$ cat src/hdl/tlr_pkg.sv
// tlr_pkg: shared types and constants for the checked line receiver
// operation and event codes, character constants and the result record
// no dependencies
package tlr_pkg;

  localparam int unsigned CHAR_W = 7;

  // transaction operation codes (code 3 is unused and does nothing)
  typedef enum logic [1:0] {
    OP_BYTE    = 2'd0,
    OP_RELEASE = 2'd1,
    OP_READ    = 2'd2
  } op_e;

  // per-transaction event codes
  typedef enum logic [2:0] {
    EV_NONE      = 3'd0,
    EV_STORED    = 3'd1,
    EV_IGNORED   = 3'd2,
    EV_ACCEPTED  = 3'd3,
    EV_BAD_SUM   = 3'd4,
    EV_TOO_SHORT = 3'd5,
    EV_DISCARDED = 3'd6,
    EV_ERROR     = 3'd7
  } event_e;

  // active buffer selection codes (0 and 3 both mean none)
  localparam logic [1:0] ACT_NONE   = 2'd0;
  localparam logic [1:0] ACT_FIRST  = 2'd1;
  localparam logic [1:0] ACT_SECOND = 2'd2;

  // character constants
  localparam logic [CHAR_W-1:0] CHAR_CR   = 7'h0d;
  localparam logic [CHAR_W-1:0] CHAR_MIN  = 7'd32;
  localparam logic [CHAR_W-1:0] SUM_BIAS  = 7'h20;
  localparam logic [CHAR_W-1:0] CHAR_ZERO = 7'h00;
  localparam int unsigned       MIN_LINE  = 2;

  // result record carried through the output pipeline
  typedef struct packed {
    event_e            ev;
    logic              done_buf;
    logic [6:0]        len;
    logic              first_ready;
    logic              second_ready;
  } res_t;

endpackage

$ cat src/hdl/tlr_line_store.sv
// tlr_line_store: one line buffer, a synchronous memory of characters
// one write port, one read port with a registered read
// depends on tlr_pkg for the character width
module tlr_line_store
  import tlr_pkg::*;
#(
  parameter int unsigned Depth = 128,
  localparam int unsigned AddrW = $clog2(Depth)
) (
  input  logic              clk_i,
  input  logic              we_i,
  input  logic [AddrW-1:0]  waddr_i,
  input  logic [CHAR_W-1:0] wdata_i,
  input  logic              re_i,
  input  logic [AddrW-1:0]  raddr_i,
  output logic [CHAR_W-1:0] rdata_o
);

  logic [CHAR_W-1:0] mem_q [Depth];
  logic [CHAR_W-1:0] rdata_q;

  // write port
  always_ff @(posedge clk_i) begin
    if (we_i) begin
      mem_q[waddr_i] <= wdata_i;
    end
  end

  // registered read port, holds its value between reads
  always_ff @(posedge clk_i) begin
    if (re_i) begin
      rdata_q <= mem_q[raddr_i];
    end
  end

  assign rdata_o = rdata_q;

endmodule

$ cat src/hdl/teleinfo_checked_line_receiver_top.sv
// teleinfo_checked_line_receiver_top: line assembly into two line buffers
// with checksum check, release and character readout
// depends on tlr_pkg and tlr_line_store
//
//  channel | direction | handshake                | payload
//  --------+-----------+--------------------------+-----------------------------------
//  input   | in        | in_valid_i / in_stall_o  | operation, rx_byte, rx_error,
//          |           |                          | buffer_select, read_index
//  output  | out       | out_valid_o / out_stall_i| event_res, completed_buffer,
//          |           |                          | line_length, read_data, ready flags
//
// One transaction per cycle sustained while the output is not stalled.
// The line state updates at the accept edge; the buffer memory read registers at
// that edge too, so the result passes one stage then the output register.
// Reset clears line state and flags; buffer contents stay undefined until written.
// A stalled output fills the stage behind it, then the input stalls.
module teleinfo_checked_line_receiver_top
  import tlr_pkg::*;
#(
  parameter int unsigned LINE_DEPTH = 128
) (
  input  logic         clk_i,
  input  logic         rst_ni,
  input  logic         in_valid_i,
  output logic         in_stall_o,
  input  logic [1:0]   operation_i,
  input  logic [7:0]   rx_byte_i,
  input  logic         rx_error_i,
  input  logic         buffer_select_i,
  input  logic [6:0]   read_index_i,
  output logic         out_valid_o,
  input  logic         out_stall_i,
  output logic [2:0]   event_res_o,
  output logic         completed_buffer_o,
  output logic [6:0]   line_length_o,
  output logic [6:0]   read_data_o,
  output logic         first_ready_o,
  output logic         second_ready_o
);

  localparam int unsigned AW  = $clog2(LINE_DEPTH);
  localparam int unsigned WPW = $clog2(LINE_DEPTH + 1);
  localparam int unsigned LW  = (WPW > 7) ? WPW : 7;

  // line state
  logic [WPW-1:0]    wp_q, wp_d;
  logic [1:0]        act_q, act_d;
  logic [7:0]        sum_q, sum_d;
  logic [CHAR_W-1:0] last_q, last_d;
  logic [1:0]        ready_q, ready_d;

  // pipeline
  logic              s1_valid_q;
  res_t              s1_res_q;
  logic              s1_rd_q;
  logic              s1_sel_q;
  logic              out_valid_q;
  res_t              out_res_q;
  logic [CHAR_W-1:0] out_data_q;

  logic              acc;
  logic              s1_adv;
  res_t              res;
  logic              rd_en;
  logic              rd_ok;
  logic [CHAR_W-1:0] ch;
  logic [7:0]        sum_diff;
  logic [CHAR_W-1:0] expect_chr;
  logic [WPW-1:0]    wp_m2;
  logic [LW-1:0]     len_w;
  logic [LW-1:0]     ridx;
  logic              we_a, we_b;
  logic [AW-1:0]     waddr;
  logic [CHAR_W-1:0] wdata;
  logic [CHAR_W-1:0] rdata_a, rdata_b;

  // handshake
  assign s1_adv     = !out_valid_q || !out_stall_i;
  assign in_stall_o = s1_valid_q && !s1_adv;
  assign acc        = in_valid_i && !in_stall_o;

  // character, checksum and address helpers
  assign ch         = rx_byte_i[CHAR_W-1:0];
  assign sum_diff   = sum_q - 8'(last_q);
  assign expect_chr = {1'b0, sum_diff[5:0]} + SUM_BIAS;
  assign wp_m2      = wp_q - WPW'(MIN_LINE);
  assign len_w      = LW'(wp_q) - LW'(MIN_LINE);
  assign ridx       = LW'(read_index_i);
  assign rd_ok      = ridx < LW'(LINE_DEPTH);

  // next line state, memory write and result for one transaction
  always_comb begin
    wp_d    = wp_q;
    act_d   = act_q;
    sum_d   = sum_q;
    last_d  = last_q;
    ready_d = ready_q;
    we_a    = 1'b0;
    we_b    = 1'b0;
    waddr   = wp_q[AW-1:0];
    wdata   = ch;
    rd_en   = 1'b0;
    res     = '{ev: EV_NONE, done_buf: 1'b0, len: 7'd0,
                first_ready: 1'b0, second_ready: 1'b0};
    unique case (operation_i)
      OP_BYTE: begin
        if (rx_error_i) begin
          wp_d   = WPW'(LINE_DEPTH);
          res.ev = EV_ERROR;
        end else if (wp_q >= WPW'(LINE_DEPTH)) begin
          // discarding until carriage return, which picks a free buffer (first preferred) if any
          if (ch == CHAR_CR) begin
            wp_d  = '0;
            sum_d = '0;
            if (!ready_q[0]) begin
              act_d = ACT_FIRST;
            end else if (!ready_q[1]) begin
              act_d = ACT_SECOND;
            end
          end
          res.ev = EV_DISCARDED;
        end else if (act_q != ACT_FIRST && act_q != ACT_SECOND) begin
          wp_d   = WPW'(LINE_DEPTH);
          res.ev = EV_DISCARDED;
        end else if (ch == CHAR_CR) begin
          wp_d  = '0;
          sum_d = '0;
          if (wp_q < WPW'(MIN_LINE)) begin
            res.ev = EV_TOO_SHORT;
          end else if (expect_chr != last_q) begin
            res.ev = EV_BAD_SUM;
          end else begin
            // terminate the line over the separator position and swap buffers if the other is free
            waddr   = wp_m2[AW-1:0];
            wdata   = CHAR_ZERO;
            res.len = len_w[6:0];
            res.ev  = EV_ACCEPTED;
            if (act_q == ACT_SECOND) begin
              we_b         = 1'b1;
              res.done_buf = 1'b1;
              ready_d[1]   = 1'b1;
              act_d        = ready_q[0] ? ACT_NONE : ACT_FIRST;
            end else begin
              we_a         = 1'b1;
              ready_d[0]   = 1'b1;
              act_d        = ready_q[1] ? ACT_NONE : ACT_SECOND;
            end
          end
        end else if (ch >= CHAR_MIN) begin
          we_a   = (act_q == ACT_FIRST);
          we_b   = (act_q == ACT_SECOND);
          last_d = ch;
          sum_d  = sum_q + 8'(ch);
          wp_d   = wp_q + WPW'(1);
          res.ev = EV_STORED;
        end else begin
          res.ev = EV_IGNORED;
        end
      end
      OP_RELEASE: begin
        ready_d[buffer_select_i] = 1'b0;
      end
      OP_READ: begin
        rd_en = rd_ok;
      end
      default: begin
      end
    endcase
    res.first_ready  = ready_d[0];
    res.second_ready = ready_d[1];
  end

  // line buffers
  tlr_line_store #(.Depth(LINE_DEPTH)) u_store_a (
    .clk_i   (clk_i),
    .we_i    (acc && we_a),
    .waddr_i (waddr),
    .wdata_i (wdata),
    .re_i    (acc && rd_en && !buffer_select_i),
    .raddr_i (ridx[AW-1:0]),
    .rdata_o (rdata_a)
  );

  tlr_line_store #(.Depth(LINE_DEPTH)) u_store_b (
    .clk_i   (clk_i),
    .we_i    (acc && we_b),
    .waddr_i (waddr),
    .wdata_i (wdata),
    .re_i    (acc && rd_en && buffer_select_i),
    .raddr_i (ridx[AW-1:0]),
    .rdata_o (rdata_b)
  );

  // line state registers
  always_ff @(posedge clk_i or negedge rst_ni) begin
    if (!rst_ni) begin
      wp_q    <= '0;
      act_q   <= ACT_FIRST;
      sum_q   <= '0;
      last_q  <= '0;
      ready_q <= '0;
    end else if (acc) begin
      wp_q    <= wp_d;
      act_q   <= act_d;
      sum_q   <= sum_d;
      last_q  <= last_d;
      ready_q <= ready_d;
    end
  end

  // pipeline valid bits
  always_ff @(posedge clk_i or negedge rst_ni) begin
    if (!rst_ni) begin
      s1_valid_q  <= 1'b0;
      out_valid_q <= 1'b0;
    end else begin
      if (acc) begin
        s1_valid_q <= 1'b1;
      end else if (s1_adv) begin
        s1_valid_q <= 1'b0;
      end
      if (s1_adv) begin
        out_valid_q <= s1_valid_q;
      end
    end
  end

  // pipeline payload
  always_ff @(posedge clk_i) begin
    if (acc) begin
      s1_res_q <= res;
      s1_rd_q  <= rd_en;
      s1_sel_q <= buffer_select_i;
    end
    if (s1_adv && s1_valid_q) begin
      out_res_q  <= s1_res_q;
      out_data_q <= !s1_rd_q ? CHAR_ZERO : (s1_sel_q ? rdata_b : rdata_a);
    end
  end

  // outputs
  assign out_valid_o        = out_valid_q;
  assign event_res_o        = out_res_q.ev;
  assign completed_buffer_o = out_res_q.done_buf;
  assign line_length_o      = out_res_q.len;
  assign read_data_o        = out_data_q;
  assign first_ready_o      = out_res_q.first_ready;
  assign second_ready_o     = out_res_q.second_ready;

  // the active buffer never holds an unreleased line
  assert property (@(posedge clk_i) disable iff (!rst_ni)
    (act_q == ACT_FIRST) |-> !ready_q[0])
    else $error("active buffer is the first one while it is marked ready");

  assert property (@(posedge clk_i) disable iff (!rst_ni)
    (act_q == ACT_SECOND) |-> !ready_q[1])
    else $error("active buffer is the second one while it is marked ready");

  // write position never passes the discard mark
  assert property (@(posedge clk_i) disable iff (!rst_ni)
    wp_q <= WPW'(LINE_DEPTH))
    else $error("write position beyond buffer depth");

  // an accepted line reports its buffer as ready
  assert property (@(posedge clk_i) disable iff (!rst_ni)
    (out_valid_q && out_res_q.ev == EV_ACCEPTED) |->
      (out_res_q.done_buf ? out_res_q.second_ready : out_res_q.first_ready))
    else $error("accepted line without its ready flag");

  // a full stage behind a stalled output stops the input
  assert property (@(posedge clk_i) disable iff (!rst_ni)
    (s1_valid_q && out_valid_q && out_stall_i) |-> in_stall_o)
    else $error("input not stalled while the pipeline is full");

endmodule

$ cat config.mk
export PLATFORM = sky130hd
export DESIGN_NAME = teleinfo_checked_line_receiver_top
export DESIGN_NICKNAME = d
export VERILOG_FILES = /design/src/hdl/tlr_pkg.sv /design/src/hdl/tlr_line_store.sv /design/src/hdl/teleinfo_checked_line_receiver_top.sv
export SDC_FILE = /design/constraint.sdc
export NUM_CORES = 2
export LEC_CHECK = 0
export BUFFER_PORTS_ARGS = -buffer_cell sky130_fd_sc_hd__buf_2
export CAP_MARGIN = 20
export CORE_ASPECT_RATIO = 0.9
export CORE_UTILIZATION = 30
export CTS_CLUSTER_DIAMETER = 50
export DETAILED_ROUTE_END_ITERATION = 12
export PLACE_DENSITY_LB_ADDON = 0.3
export SYNTH_ARGS = -nofsm -noshare
export SYNTH_HDL_FRONTEND = slang
export SYNTH_SLANG_ARGS = --single-unit
$ cat constraint.sdc
create_clock -name clk_i -period 8.6 [get_ports clk_i]
set_input_delay 0.86 -clock clk_i [delete_from_list [all_inputs] [get_ports clk_i]]
set_output_delay 0.86 -clock clk_i [all_outputs]
set_load 0.01 [all_outputs]
==> run summary <==
• **Skew-Pair Late Insertion Delay** 830 ps
• **Worst setup SP type** flop
• **power density relative to cell area** 227.6 nW/um2
• **CTS Buffer Depth** 3
• **initial cell density of the core** 0.3029
• **post-CTS resize count** 0
• **initial drt markers** 3274
• **Static Leak** 0.02528 uW
• **GR Util met3** 0.02750
• **number of antenna violations at the first check in global routing** 8
• **Clock Pin Slew Worst Setup and Hold Paths** 60 ps
• **cts hold-fix bufs** 0
• **status** complete, no violations
• **Max Freq** 0.2020 GHz
• **global-route wire length before repair** 248.9 mm
• **diode insertion count for antenna repair** 0
• **worst vdd ir** 0.1625 mV
• **DRC viols** 0
• **top-level I/O count** 45
• **floorplan row count** 171
• **area of the die** 246500 um2
• **number of instances in the synthesized netlist** 3262
• **Syn Std Cell Area** 73360 um2
• **number of warnings issued by yosys** 0
• **filler cell count** 22.47k
• **total global-route track usage** 0.1390
• **GR Util met1** 0.1990
• **Max-Cap Viols** 0
• **share of cells above drive strength 1** 0.2873
• **number of distinct library cell variants in the gate-level netlist after synthesis** 68
• **via count normalized by instance count** 4.932
• **via total after detailed routing** 33.18k
• **syn avg cell area** 22.49 um2
• **final global-route overflow total** 0
• **post-placement cell area** 77450 um2
• **layout-stage area growth over the synthesis result** 13.94%
• **number of synthesized flops with an enable pin** 1841
• **register bit count reported by yosys** 1868
• **Root Buffer** sky130_fd_sc_hd__clkbuf_16
• **max-slew violations** 0
• **Top FF cell, synth** sky130_fd_sc_hd__edfxtp_1
• **CTS tree** done
• **Post-Syn Nets** 3303
• **die height** 471.1 um
• **total negative setup slack** 0 ps
• **fraction of the yosys area taken by sequential cells** 0.7628
• **Num CTS Buffers** 189
• **setup-violating endpoint count in the final report** 0
• **half-perimeter wire length after placement** 99.54 mm
• **routability congestion estimate from global placement** 0.7660
• **Multi-input gate area** 16620 um2
• **Pre-antenna DRT Iters** 7
• **final routed wire length divided by cell count** 25.47 um
• **commonest non-fill, non-tap cells in the layout** sky130_fd_sc_hd__edfxtp_1 (1841), sky130_fd_sc_hd__mux4_2 (574), sky130_fd_sc_hd__nor2_1 (253), sky130_fd_sc_hd__clkbuf_16 (190), sky130_fd_sc_hd__clkbuf_1 (54)
• **overall power of the completed layout** 19030 uW
• **number of H-tree levels** 4
• **element type at the critical path end** flop
• **layer with the highest usage** met2
• **post-detailed-routing wire length** 171.3 mm
• **Slew @ Worst Pin** 1175 ps
• **CTS sink count** 1868
• **die width** 523.2 um
• **Register Area** 55960 um2
• **class of the tightest hold or removal check** input port to async pin
• **Final Cell Area** 83580 um2
• **period utilization** 0.5757
• **category of the most critical setup path** flop to flop
• **unrepaired setup endpoints after global routing** no
• **Tmin final** 4951 ps
• **setup clock skew after layout** 42.64 ps
• **Setup Buffers After CTS** 0
• **required time at the worst-slack endpoint** 9040 ps
• **core box area** 242200 um2
• **count of endpoints failing hold in the final timing report** 0
• **number of buffer cells added on primary ports** 43
• **maximum number of pins on one net before global-route repair** 185
• **met2 track demand over resource in global routing** 0.2172
• **relative slew slack** 0.2164
• **peak fanout along the critical path** 9
• **final antenna-violating net count** 0
• **final cell utilization of the core** 0.3451
• **Crit path arrival time** 5400 ps
• **most common cell after layout, fill and taps aside** sky130_fd_sc_hd__edfxtp_1
• **post-synthesis async set-or-reset flop share** 0.01445
• **post-layout net count** 3407
• **via count of the first global-routing pass** 34.36k
==> metal layers <==
layer  vias up  wire [um]
li1      13960          -
met1     18090      76860
met2       917      80820
met3       213      10090
met4         0       3509
met5         -          0
==> stage by stage <==
step / hold WS (ps) / setup slack, ps / cells
2_1_floorplan: 400.3 / 2425 / 3262
3_3_place_gp: 411.5 / 3489 / 6373
3_5_place_dp: 413.7 / 3468 / 6373
4_1_cts: 30.29 / 3612 / 6724
5_1_grt: 63.53 / 3234 / 6726
6_report: 74.52 / 3649 / 6726
==> cells in the mapped netlist, types with 13 or more instances <==
master / number / area, um2
sky130_fd_sc_hd__clkbuf_1: 101 / 379.1
sky130_fd_sc_hd__nand2_1: 51 / 191.4
sky130_fd_sc_hd__a22oi_1: 15 / 112.6
sky130_fd_sc_hd__dfrtp_1: 26 / 650.6
sky130_fd_sc_hd__a21oi_1: 18 / 90.09
sky130_fd_sc_hd__o21a_1: 14 / 105.1
sky130_fd_sc_hd__ha_1: 16 / 200.2
sky130_fd_sc_hd__inv_1: 19 / 71.32
sky130_fd_sc_hd__nor2_2: 40 / 250.2
sky130_fd_sc_hd__xnor2_1: 14 / 122.6
sky130_fd_sc_hd__mux2i_1: 41 / 410.4
sky130_fd_sc_hd__nor2_1: 253 / 949.7
sky130_fd_sc_hd__edfxtp_1: 1841 / 55280
sky130_fd_sc_hd__buf_2: 25 / 125.1
sky130_fd_sc_hd__o21ai_0: 13 / 65.06
sky130_fd_sc_hd__mux4_2: 574 / 12930
sky130_fd_sc_hd__buf_1: 55 / 206.5
==> final timing paths <==
check                                         end  cells after the start  slack [ps]         from
setup / recovery           u_store_a.mem_q[50][6]                     11        3650     sum_q[0]
hold / removal                          last_q[6]                      1          70       rst_ni
setup reg to reg           u_store_a.mem_q[50][6]                     11        3650     sum_q[0]
hold reg to reg                    second_ready_o                      0         420  s1_res_q[0]
max in group asynchronous                 wp_q[4]                      1        8060       rst_ni
min in group clk_i                     s1_valid_q                      2         240   in_valid_i
==> kinds of logic (layout without fill, tap and decap cells) <==
family / Yosys count / count (layout) / synth area share
xor gates and xnor gates: 20 / 20 / 0.002576
and+or+nand+nor: 425 / 425 / 0.02652
buffers and inverters: 204 / 468 / 0.01127
AOI/OAI and AO/OA: 109 / 109 / 0.01122
adders and majority gates: 18 / 18 / 0.003275
DFF: 1868 / 1868 / 0.7628
muxes: 618 / 618 / 0.1823
==> power breakdown <==
group          switching (uW)  total (uW)  internal [uW]
clock                    3530        8090           4560
combinational             551         904            353
sequential               14.5       10000          10000
total                    4100       19000          14900
==> critical path, cell delays in order, from the launching register on <==
cell and delay, ps:
sky130_fd_sc_hd__dfrtp_1 360, sky130_fd_sc_hd__inv_1 50, sky130_fd_sc_hd__ha_1 230, sky130_fd_sc_hd__fa_1 390, sky130_fd_sc_hd__xnor3_1 400, sky130_fd_sc_hd__nor4_1 290
sky130_fd_sc_hd__and3_1 430, sky130_fd_sc_hd__nand4_1 170, sky130_fd_sc_hd__a211oi_1 560, sky130_fd_sc_hd__nand2_1 660, sky130_fd_sc_hd__buf_4 440, sky130_fd_sc_hd__nor2_1 570
==> flip-flops by register name (all words and copies together), names as in the netlist, 8 cells and up <==
register and count:
u_store_a.mem_q 896, u_store_b.mem_q 896, s1_res_q 13, wp_q 8
==> cell type report <==
| class | count | share of cell area |
|---|---|---|
| tap | 3200 | 0.04790 |
| timing repair buffer | 98 | 0.01012 |
| inverter | 19 | 0.0008533 |
| sequential | 1868 | 0.6695 |
| clock buffer | 251 | 0.06046 |
| multi-input combinational | 1190 | 0.1988 |
| clock inverter | 100 | 0.01234 |
Note: power is estimated with default switching activity, not from simulation.
